## config.mk

```make
export PLATFORM = sky130hd
export DESIGN_NAME = q4_block_dequantizer_top
export DESIGN_NICKNAME = d
export VERILOG_FILES = /design/src/design/q4dq_pkg.sv /design/src/design/q4dq_front.sv /design/src/design/q4dq_back.sv /design/src/design/q4_block_dequantizer_top.sv
export SDC_FILE = /design/constraint.sdc
export NUM_CORES = 1
export LEC_CHECK = 0
export ABC_AREA = 1
export BUFFER_PORTS_ARGS = -buffer_cell sky130_fd_sc_hd__buf_2
export CAP_MARGIN = 20
export CORE_ASPECT_RATIO = 1.75
export CORE_UTILIZATION = 52
export CTS_BUF_LIST = sky130_fd_sc_hd__clkbuf_16
export CTS_CLUSTER_DIAMETER = 120
export DETAILED_ROUTE_END_ITERATION = 8
export PLACE_DENSITY = 0.69
export SLEW_MARGIN = 30
export SYNTH_ARGS = -nofsm -noshare
export SYNTH_HDL_FRONTEND = slang
export SYNTH_HIERARCHICAL = 1
export SYNTH_SLANG_ARGS = --single-unit
```

## constraint.sdc

```tcl
create_clock -name clk -period 9.15 [get_ports clk]
set_input_delay 0.4575 -clock clk [delete_from_list [all_inputs] [get_ports clk]]
set_output_delay 0.4575 -clock clk [all_outputs]
set_load 0.01 [all_outputs]
```

## src/design/q4dq_pkg.sv

```systemverilog
// Shared types and constants for the Q4_0 block dequantizer.
package q4dq_pkg;

    localparam int unsigned QUEUE_DEPTH = 2;
    localparam int unsigned ELEMS       = 32;
    localparam logic [31:0] QNAN_BITS   = 32'h7FC0_0000;
    localparam logic [31:0] INF_BITS    = 32'h7F80_0000;

    // Scale classes decided in the front part.
    typedef enum logic [1:0] {
        SCALE_FINITE = 2'd0,
        SCALE_INF    = 2'd1,
        SCALE_NAN    = 2'd2
    } scale_kind_t;

    // One classified block waiting for the back part.
    typedef struct packed {
        scale_kind_t kind;
        logic        sign;
        logic [10:0] mant;     // significand with hidden bit, or subnormal mantissa
        logic [4:0]  exp_adj;  // biased exponent, 1 for subnormal (same weight)
        logic [127:0] quants;
        logic        last;
    } block_t;

endpackage

```

## src/design/q4dq_front.sv

```systemverilog
// Front part: accepts a block, decodes the half scale and queues it.
module q4dq_front (
    input  logic             clk,
    input  logic             rst_n,
    input  logic             in_valid,
    output logic             in_ready,
    input  logic [15:0]      scale_bits,
    input  logic [63:0]      quants_low,
    input  logic [63:0]      quants_high,
    input  logic             last_block,
    output logic             blk_valid,
    input  logic             blk_take,
    output q4dq_pkg::block_t blk
);

    q4dq_pkg::block_t q_reg [q4dq_pkg::QUEUE_DEPTH];
    logic [1:0] count_reg, count_next;
    logic       wr_ptr_reg, rd_ptr_reg;
    q4dq_pkg::block_t dec;
    logic [4:0] he;
    logic [9:0] hm;
    logic push, pop;

    // Classify the scale.
    always_comb
    begin
        he = scale_bits[14:10];
        hm = scale_bits[9:0];
        dec.sign   = scale_bits[15];
        dec.quants = {quants_high, quants_low};
        dec.last   = last_block;
        if (he == 5'h1F)
        begin
            dec.kind = (hm != 10'd0) ? q4dq_pkg::SCALE_NAN : q4dq_pkg::SCALE_INF;
        end
        else
        begin
            dec.kind = q4dq_pkg::SCALE_FINITE;
        end
        dec.mant    = {(he != 5'd0), hm};
        dec.exp_adj = (he == 5'd0) ? 5'd1 : he;
    end

    assign in_ready  = (count_reg != 2'(q4dq_pkg::QUEUE_DEPTH));
    assign push      = in_valid && in_ready;
    assign pop       = blk_take && blk_valid;
    assign blk_valid = (count_reg != 2'd0);
    assign blk       = q_reg[rd_ptr_reg];

    always_comb
    begin
        count_next = count_reg + 2'(push) - 2'(pop);
    end

    // Queue pointers and count.
    always_ff @(posedge clk or negedge rst_n)
    begin
        if (!rst_n)
        begin
            count_reg  <= 2'd0;
            wr_ptr_reg <= 1'b0;
            rd_ptr_reg <= 1'b0;
        end
        else
        begin
            count_reg <= count_next;
            if (push)
            begin
                wr_ptr_reg <= ~wr_ptr_reg;
            end
            if (pop)
            begin
                rd_ptr_reg <= ~rd_ptr_reg;
            end
        end
    end

    // Queue storage.
    always_ff @(posedge clk)
    begin
        if (push)
        begin
            q_reg[wr_ptr_reg] <= dec;
        end
    end

`ifndef SYNTHESIS
    a_count_range: assert property (@(posedge clk) disable iff (!rst_n)
        count_reg <= 2'(q4dq_pkg::QUEUE_DEPTH)) else $error("queue overflow");
    a_no_push_full: assert property (@(posedge clk) disable iff (!rst_n)
        (count_reg == 2'(q4dq_pkg::QUEUE_DEPTH)) |-> !push) else $error("push when full");
    a_count_step: assert property (@(posedge clk) disable iff (!rst_n)
        (push && !pop) |=> count_reg == $past(count_reg) + 2'd1) else $error("count");
`endif

endmodule

```

## src/design/q4dq_back.sv

```systemverilog
// Back part: walks 32 elements of a block, multiplies and normalizes.
module q4dq_back (
    input  logic             clk,
    input  logic             rst_n,
    input  logic             blk_valid,
    output logic             blk_take,
    input  q4dq_pkg::block_t blk,
    output logic             out_valid,
    input  logic             out_ready,
    output logic [31:0]      value_bits,
    output logic [4:0]       element_index,
    output logic             last_element,
    output logic             end_of_tensor
);

    logic [4:0]  idx_reg;
    logic        s1_valid_reg;
    logic [31:0] s1_val_reg;
    logic [4:0]  s1_idx_reg;
    logic        s1_last_reg, s1_eot_reg;
    logic        adv;
    logic [3:0]  nib;
    logic        ws;
    logic [3:0]  wmag;
    logic [14:0] p;
    logic [3:0]  pos;
    logic [31:0] val;
    logic        sign;
    logic [7:0]  bexp;
    logic [22:0] frac;
    logic [37:0] shifted;

    assign adv      = !s1_valid_reg || out_ready;
    assign blk_take = adv && (idx_reg == 5'd31);

    // Select nibble: low nibbles first, then high nibbles.
    always_comb
    begin
        nib  = blk.quants[{idx_reg[3:0], 3'b000} + {4'd0, idx_reg[4], 2'b00} +: 4];
        ws   = !nib[3];
        wmag = nib[3] ? {1'b0, nib[2:0]} : 4'(4'd8 - nib);
        sign = blk.sign ^ ws;
        p    = 15'(blk.mant) * 15'(wmag);
        pos  = 4'd0;
        for (int i = 1; i < 15; i++)
        begin
            if (p[i])
            begin
                pos = 4'(i);
            end
        end
        bexp    = 8'(8'd102 + 8'(blk.exp_adj) + 8'(pos));
        shifted = {23'd0, p} << (5'd23 - 5'(pos));
        frac    = shifted[22:0];
        unique case (blk.kind)
            q4dq_pkg::SCALE_NAN: val = q4dq_pkg::QNAN_BITS;
            q4dq_pkg::SCALE_INF:
                val = (wmag == 4'd0) ? q4dq_pkg::QNAN_BITS
                                     : ({sign, 31'd0} | q4dq_pkg::INF_BITS);
            default:
                val = (p == 15'd0) ? {sign, 31'd0} : {sign, bexp, frac};
        endcase
    end

    // Element counter advances only while a block is present.
    always_ff @(posedge clk or negedge rst_n)
    begin
        if (!rst_n)
        begin
            idx_reg      <= 5'd0;
            s1_valid_reg <= 1'b0;
        end
        else if (adv)
        begin
            s1_valid_reg <= blk_valid;
            if (blk_valid)
            begin
                idx_reg <= idx_reg + 5'd1;
            end
        end
    end

    // Output register.
    always_ff @(posedge clk)
    begin
        if (adv)
        begin
            s1_val_reg  <= val;
            s1_idx_reg  <= idx_reg;
            s1_last_reg <= (idx_reg == 5'd31);
            s1_eot_reg  <= (idx_reg == 5'd31) && blk.last;
        end
    end

    assign out_valid     = s1_valid_reg;
    assign value_bits    = s1_val_reg;
    assign element_index = s1_idx_reg;
    assign last_element  = s1_last_reg;
    assign end_of_tensor = s1_eot_reg;

`ifndef SYNTHESIS
    a_idx_hold: assert property (@(posedge clk) disable iff (!rst_n)
        !blk_valid |=> idx_reg == $past(idx_reg)) else $error("index moved");
    a_last_idx: assert property (@(posedge clk) disable iff (!rst_n)
        (s1_valid_reg && s1_last_reg) |-> s1_idx_reg == 5'd31) else $error("last");
    a_eot: assert property (@(posedge clk) disable iff (!rst_n)
        (s1_valid_reg && s1_eot_reg) |-> s1_last_reg) else $error("eot");
`endif

endmodule

```

## src/design/q4_block_dequantizer_top.sv

```systemverilog
// An accepted block passes through the queue entry, then the output register, before its first element appears.
// The element counter gives one element per cycle unless m_axis_tready stalls the output, 32 elements per block.
// The two-entry block queue accepts new blocks while the current one is emitted.
// Reset (rst_n, asynchronous, active low) empties the queue and the output register.
// Top level of the Q4_0 block dequantizer.
module q4_block_dequantizer_top (
    input  logic         clk,
    input  logic         rst_n,
    input  logic         s_axis_tvalid,
    output logic         s_axis_tready,
    input  logic [143:0] s_axis_tdata,  // scale_bits[15:0], quants_low[79:16], quants_high[143:80]
    input  logic         s_axis_tlast,  // last_block
    output logic         m_axis_tvalid,
    input  logic         m_axis_tready,
    output logic [39:0]  m_axis_tdata,  // value_bits[31:0], element_index[36:32], zeros
    output logic         m_axis_tlast,  // last_element
    output logic         m_axis_tuser   // end_of_tensor
);

    logic             blk_valid, blk_take;
    q4dq_pkg::block_t blk;
    logic [31:0]      value_bits;
    logic [4:0]       element_index;

    q4dq_front u_front (
        .clk(clk), .rst_n(rst_n),
        .in_valid(s_axis_tvalid), .in_ready(s_axis_tready),
        .scale_bits(s_axis_tdata[15:0]),
        .quants_low(s_axis_tdata[79:16]),
        .quants_high(s_axis_tdata[143:80]),
        .last_block(s_axis_tlast),
        .blk_valid(blk_valid), .blk_take(blk_take), .blk(blk)
    );

    q4dq_back u_back (
        .clk(clk), .rst_n(rst_n),
        .blk_valid(blk_valid), .blk_take(blk_take), .blk(blk),
        .out_valid(m_axis_tvalid), .out_ready(m_axis_tready),
        .value_bits(value_bits), .element_index(element_index),
        .last_element(m_axis_tlast), .end_of_tensor(m_axis_tuser)
    );

    assign m_axis_tdata = {3'd0, element_index, value_bits};

endmodule
```

After elaboration in Yosys (flattened, before gate mapping)
Memory sizes are Yosys's and may differ from the RTL's.
Cells that the tools add are included.
{ "classes": {"add_sub_neg": 8, "n_mul": 1, "n_eq_ne": 5, "n_shift": 2, "mux": 23, "n_bitwise": 3, "reduce_logical": 14} }
{ "ops": {"columns": ["cell", "count"], "rows": [
  ["$shiftx A128 B8 Y4", 1],
  ["$pmux W32 S2", 1],
  ["$mux W4", 14],
  ["$mux W32", 1],
  ["$mux W31", 1],
  ["$shl A15 B5 Y23", 1],
  ["$logic_not A15 Y1", 1],
  ["$mul A11 B4 Y15", 1],
  ["$eq A5 B5 Y1 const B", 2],
  ["$reduce_bool A10 Y1", 1],
  ["$add A7 B5 Y8 const A", 1],
  ["$add A8 B4 Y8", 1],
  ["$add A7 B3 Y7", 1],
  ["$add A5 B1 Y5 const B", 1],
  ["$logic_not A5 Y1", 1],
  ["$mux W5", 1],
  ["$reduce_bool A5 Y1", 1],
  ["$sub A5 B4 Y5 const A", 1],
  ["$logic_and A1 B1 Y1", 4],
  ["$logic_not A4 Y1", 1],
  ["$mux W2", 2],
  ["$sub A4 B4 Y4 const A", 1],
  ["$mux W1", 3],
  ["$add A2 B1 Y2", 1],
  ["10 further kinds", 12]
]} }
{ "word_totals": {"regBits": 49, "mem_bits_rw": 296, "inputBits": 149, "out_inout_bits": 44, "elab_cells": 66, "memories": 1} }
{ "mem_list": {"columns": ["memory", "depth", "word_bits", "rd", "rd_ports_with_merged_regs", "write_ports", "line", "rtl"], "rows": [
  ["u_front.q_reg", 2, 148, 1, 0, 1, "q4dq_front.sv:16", "q4dq_pkg::block_t q_reg [q4dq_pkg::QUEUE_DEPTH];"]
]} }

Logic depth before layout (Yosys ltp)
{ "logic_depth": {"depth_word": 23, "mapped_depth": 48, "mapped_depth_nobuf": 44} }

By module
The synthesis kept the hierarchy.
{ "modules_own_cells": {"columns": ["mod", "n_inst", "cells_each", "area_each_um2", "seq_area_each_um2"], "rows": [
  ["q4dq_front", 1, 827, 11162.0, 8988.6],
  ["q4dq_back", 1, 756, 5144.9, 1321.3],
  ["q4_block_dequantizer_top", 1, 4, 26.3, 0.0]
]} }

Least setup slack after synthesis
Ideal clock, no wire load.
{ "synth_path": {"kind": "register to register", "from": "reg u_front.count_reg[1]", "to": "mem u_front/q_reg[1][0] in the netlist's numbering (enable)", "setup_ns": 0.659, "arrival_ns": 6.802, "required_time_ns": 8.491, "path_slack_ns": 1.690, "stages_incl_launch_ff": 4, "n_path_buf": 0, "period_less_slack_ns": 7.460, "path_cell_list": "dfrtp_1 nand2_1 nand2_1 nor2_1"} }
{ "synth_between": {"elab_chain_cells": 4} }
{ "synth_lines": {"columns": ["element", "line", "rtl"], "rows": [
  ["start, declared", "q4dq_front.sv:17", "logic [1:0] count_reg, count_next;"],
  ["start signal, assigned", "q4dq_front.sv:66", "count_reg <= count_next;"],
  ["$ne A2 B2 Y1", "q4dq_front.sv:44", "assign in_ready = (count_reg != 2'(q4dq_pkg::QUEUE_DEPTH));"],
  ["named net s_axis_tready", "q4_block_dequantizer_top.sv:10", "output logic s_axis_tready,"],
  ["$logic_and A1 B1 Y1", "q4dq_front.sv:45", "assign push = in_valid && in_ready;"],
  ["$mux W1", "q4dq_front.sv:81", "if (push)"],
  ["$mux W1 (not written as such)", "q4dq_front.sv:83", "q_reg[wr_ptr_reg] <= dec;"],
  ["end, declared", "q4dq_front.sv:16", null]
]} }
The timed path passes the listed nets, and every way through them passes these cells.

==> out/results.ini <==
[worst_setup_path]
critPathBufInv = 7
cpLargestDelayFamily = adder cells
ff2ff_setup_slack_ns = 1.31
arrival_ns = 8.13
crit_slowest_cell = fa_1
slowest_delay_ns = 0.54
cp_common_cell = nand2_1
startpoint_type = register
criticalPathCategory = register to register
critPathRequiredTime_ns = 9.44
endpoint_kind = register
worst-r2r-cell-count = 36
r2r_start = u_front/rd_ptr_reg
r2r_end = u_back/value_bits[30]
critPathMaxFanout = 30

[placement]
portBuffers = 189
gp_congestion = 0.9486
hpwl_mm = 26.53
pre_cts_ws_ns = 1.352

[logic_synthesis]
ys_seq_area_share_pct = 63.12
synth_top_area_cell = edfxtp_1
synth_top_area_share_pct = 61.59
ys_ff_latch = 345
synth_area_leaders = edfxtp_1 62%, nand2_1 15%, nor2_1 3.1%
ys_warn_count = 6
syn_area_mm2 = 0.01633
synth.distinct_cells = 43
syn-instance-count = 1587
syn_area_per_cell_um2 = 10.29

[finish]
largest_reg_flops = 296
layout.nets = 1971
drive_above_1_share_pct = 15.97
final_common_cell = nand2_1
fin_util_pct = 59.86
final_cell_mix = 638 x nand2_1, 335 x edfxtp_1, 189 x buf_2
area_delta_synth_final_pct = 13.03

[cts]
postCtsSetupRepairBufs = 0
cts_buffer_depth = 3
cts_tree = built
insertion_delay_ns = 0.58
post_cts_resized = 0
cts_made_buffers = 30
root_buffer = clkbuf_16
htreeDepth = 1
cts_hold_buffers = 1
numClockSinks = 345
clk_pin_slew_ns = 0.07

[timing]
rsz0062_at_grt = false
final-max-slew-violation-count = 0
fin_worst_skew_ns = 0.01879
worstMarginPinSlew_ns = 0.9499
worst_slack_ns = 1.313
fin_crit_sh_pct = 85.65
finalCriticalPeriod_ns = 7.837
setup_viol_count_final = 0
hold_viol = 0
slew_headroom_pct = 36.68
fmax_ghz = 0.1276
setup_tns_ns = 0

[drt]
postRouteAntennaNets = 0
vias_per_cell = 5.272
wire_per_inst_um = 17.50
num_vias = 11510
drt-initial-drc-count = 730
firstDrtPassIters = 5
wl_mm = 38.21
drc_errors = 0

[global_route]
grt_max_degree = 149
grt_usage_pct = 24.34
grt_overflow_total = 0
grt_pass1_vias = 11500
antenna_found_initial = 3
grt_pass1_wl_mm = 59.37

[floorplanning]
io_pins = 193
start_util_pct = 52.96
placementRows = 85
die_area_mm2 = 0.03215
core_mm2 = 0.03084
dieWidth_um = 136.0
die_h_um = 236.5

[min_path]
hp-start = s_axis_tdata[23]
min_delay_path_depth = 1
hold_path_end = u_front/q_reg[0][8]
hold_path_class = input pin to register

[outcome]
status = complete, no violations

[run]
maxCapViolCount = 0

## logic make-up after synthesis
family	Yosys count	share of synthesized area, %
xor+xnor	9	0.5286
flops	345	63.12
fa+ha+maj	53	4.933
simple gates	871	21.19
compound gates	140	4.872
buf+inv	167	5.309
other cells	2	0.04598
## worst reg2reg max path: cells and delay by family (launching register included)
family	cells	cell delay [ns]
adder cells (fa/ha/maj)	7	2.60
AND/OR/NAND/NOR	14	1.71
AO/OA/AOI/OAI	8	1.56
buffers and inverters	7	1.19
flip-flops	1	0.51
## metal layers
layer  routed length (um)  track usage (%)  vias up
li1                     -                -     5638
met1                13430            25.84     5466
met2                21420            46.52      321
met3                 1676            2.954       81
met4                 1681            11.38        2
met5                    8                0        -
## cell type report
type,instances,area (um^2)
antenna,1,2.502
clock buffer,31,775.7
clock inverter,23,160.2
fill,2648,12380
inverter,97,369.1
multi-input combinational,1085,5211
sequential,345,10310
tap,391,489.2
timing repair buffer,210,1139
## worst max-delay path by stage
stage	slack, ns	depth (start not counted)	start	end
after floorplan	1.69	3	u_front/count_reg[1]	u_front/q_reg[1][0]
after global placement	1.54	40	u_front/rd_ptr_reg	u_back/value_bits[30]
after detailed placement	1.35	41	u_front/rd_ptr_reg	u_back/value_bits[30]
after CTS	1.31	38	u_front/rd_ptr_reg	u_back/value_bits[30]
after global routing	0.64	37	u_front/rd_ptr_reg	u_back/value_bits[30]
final	1.31	36	u_front/rd_ptr_reg	u_back/value_bits[30]
## synthesized netlist by cell type
| cell | n |
|---|---|
| buf_4 | 9 |
| nand3b_1 | 2 |
| o211ai_1 | 12 |
| xor2_1 | 5 |
| inv_1 | 86 |
| nand3_2 | 2 |
| nor2_4 | 2 |
| nor2b_1 | 1 |
| ha_1 | 34 |
| xnor2_1 | 3 |
| or2_4 | 1 |
| conb_1 | 2 |
| buf_8 | 1 |
| o31ai_1 | 1 |
| dfrtp_1 | 10 |
| a21oi_2 | 3 |
| nor3_1 | 3 |
| o21ai_1 | 9 |
| clkbuf_1 | 15 |
| o21ai_0 | 71 |
| nand4_1 | 11 |
| a21oi_1 | 18 |
| buf_6 | 19 |
| nor4_1 | 1 |
| xor2_2 | 1 |
| clkinv_1 | 1 |
| inv_4 | 2 |
| o22ai_1 | 19 |
| nor2_2 | 5 |
| nor2_1 | 136 |
| buf_12 | 1 |
| a21boi_0 | 1 |
| fa_1 | 19 |
| inv_2 | 8 |
| a211oi_2 | 1 |
| nand2_1 | 639 |
| edfxtp_1 | 335 |
| buf_2 | 25 |
| nand3_1 | 62 |
| o221ai_1 | 4 |
| nand2_2 | 4 |
| o21bai_1 | 1 |
| nand2_4 | 2 |
## metrics by stage
step | hold WS [ns] | cell area (um^2) | instances
CTS | 0.03713 | 18460 | 2182
finish | 0.06899 | 18460 | 2183
detailed placement | 0.3590 | 17510 | 2127
global placement | 0.3620 | 17510 | 2127
floorplan | 0.1619 | 16370 | 1597
global route | 0.04784 | 18460 | 2183
Power is left out: the tool's default activity adds up to more than one toggle a clock period on the data nets, which glitch-free logic cannot reach.
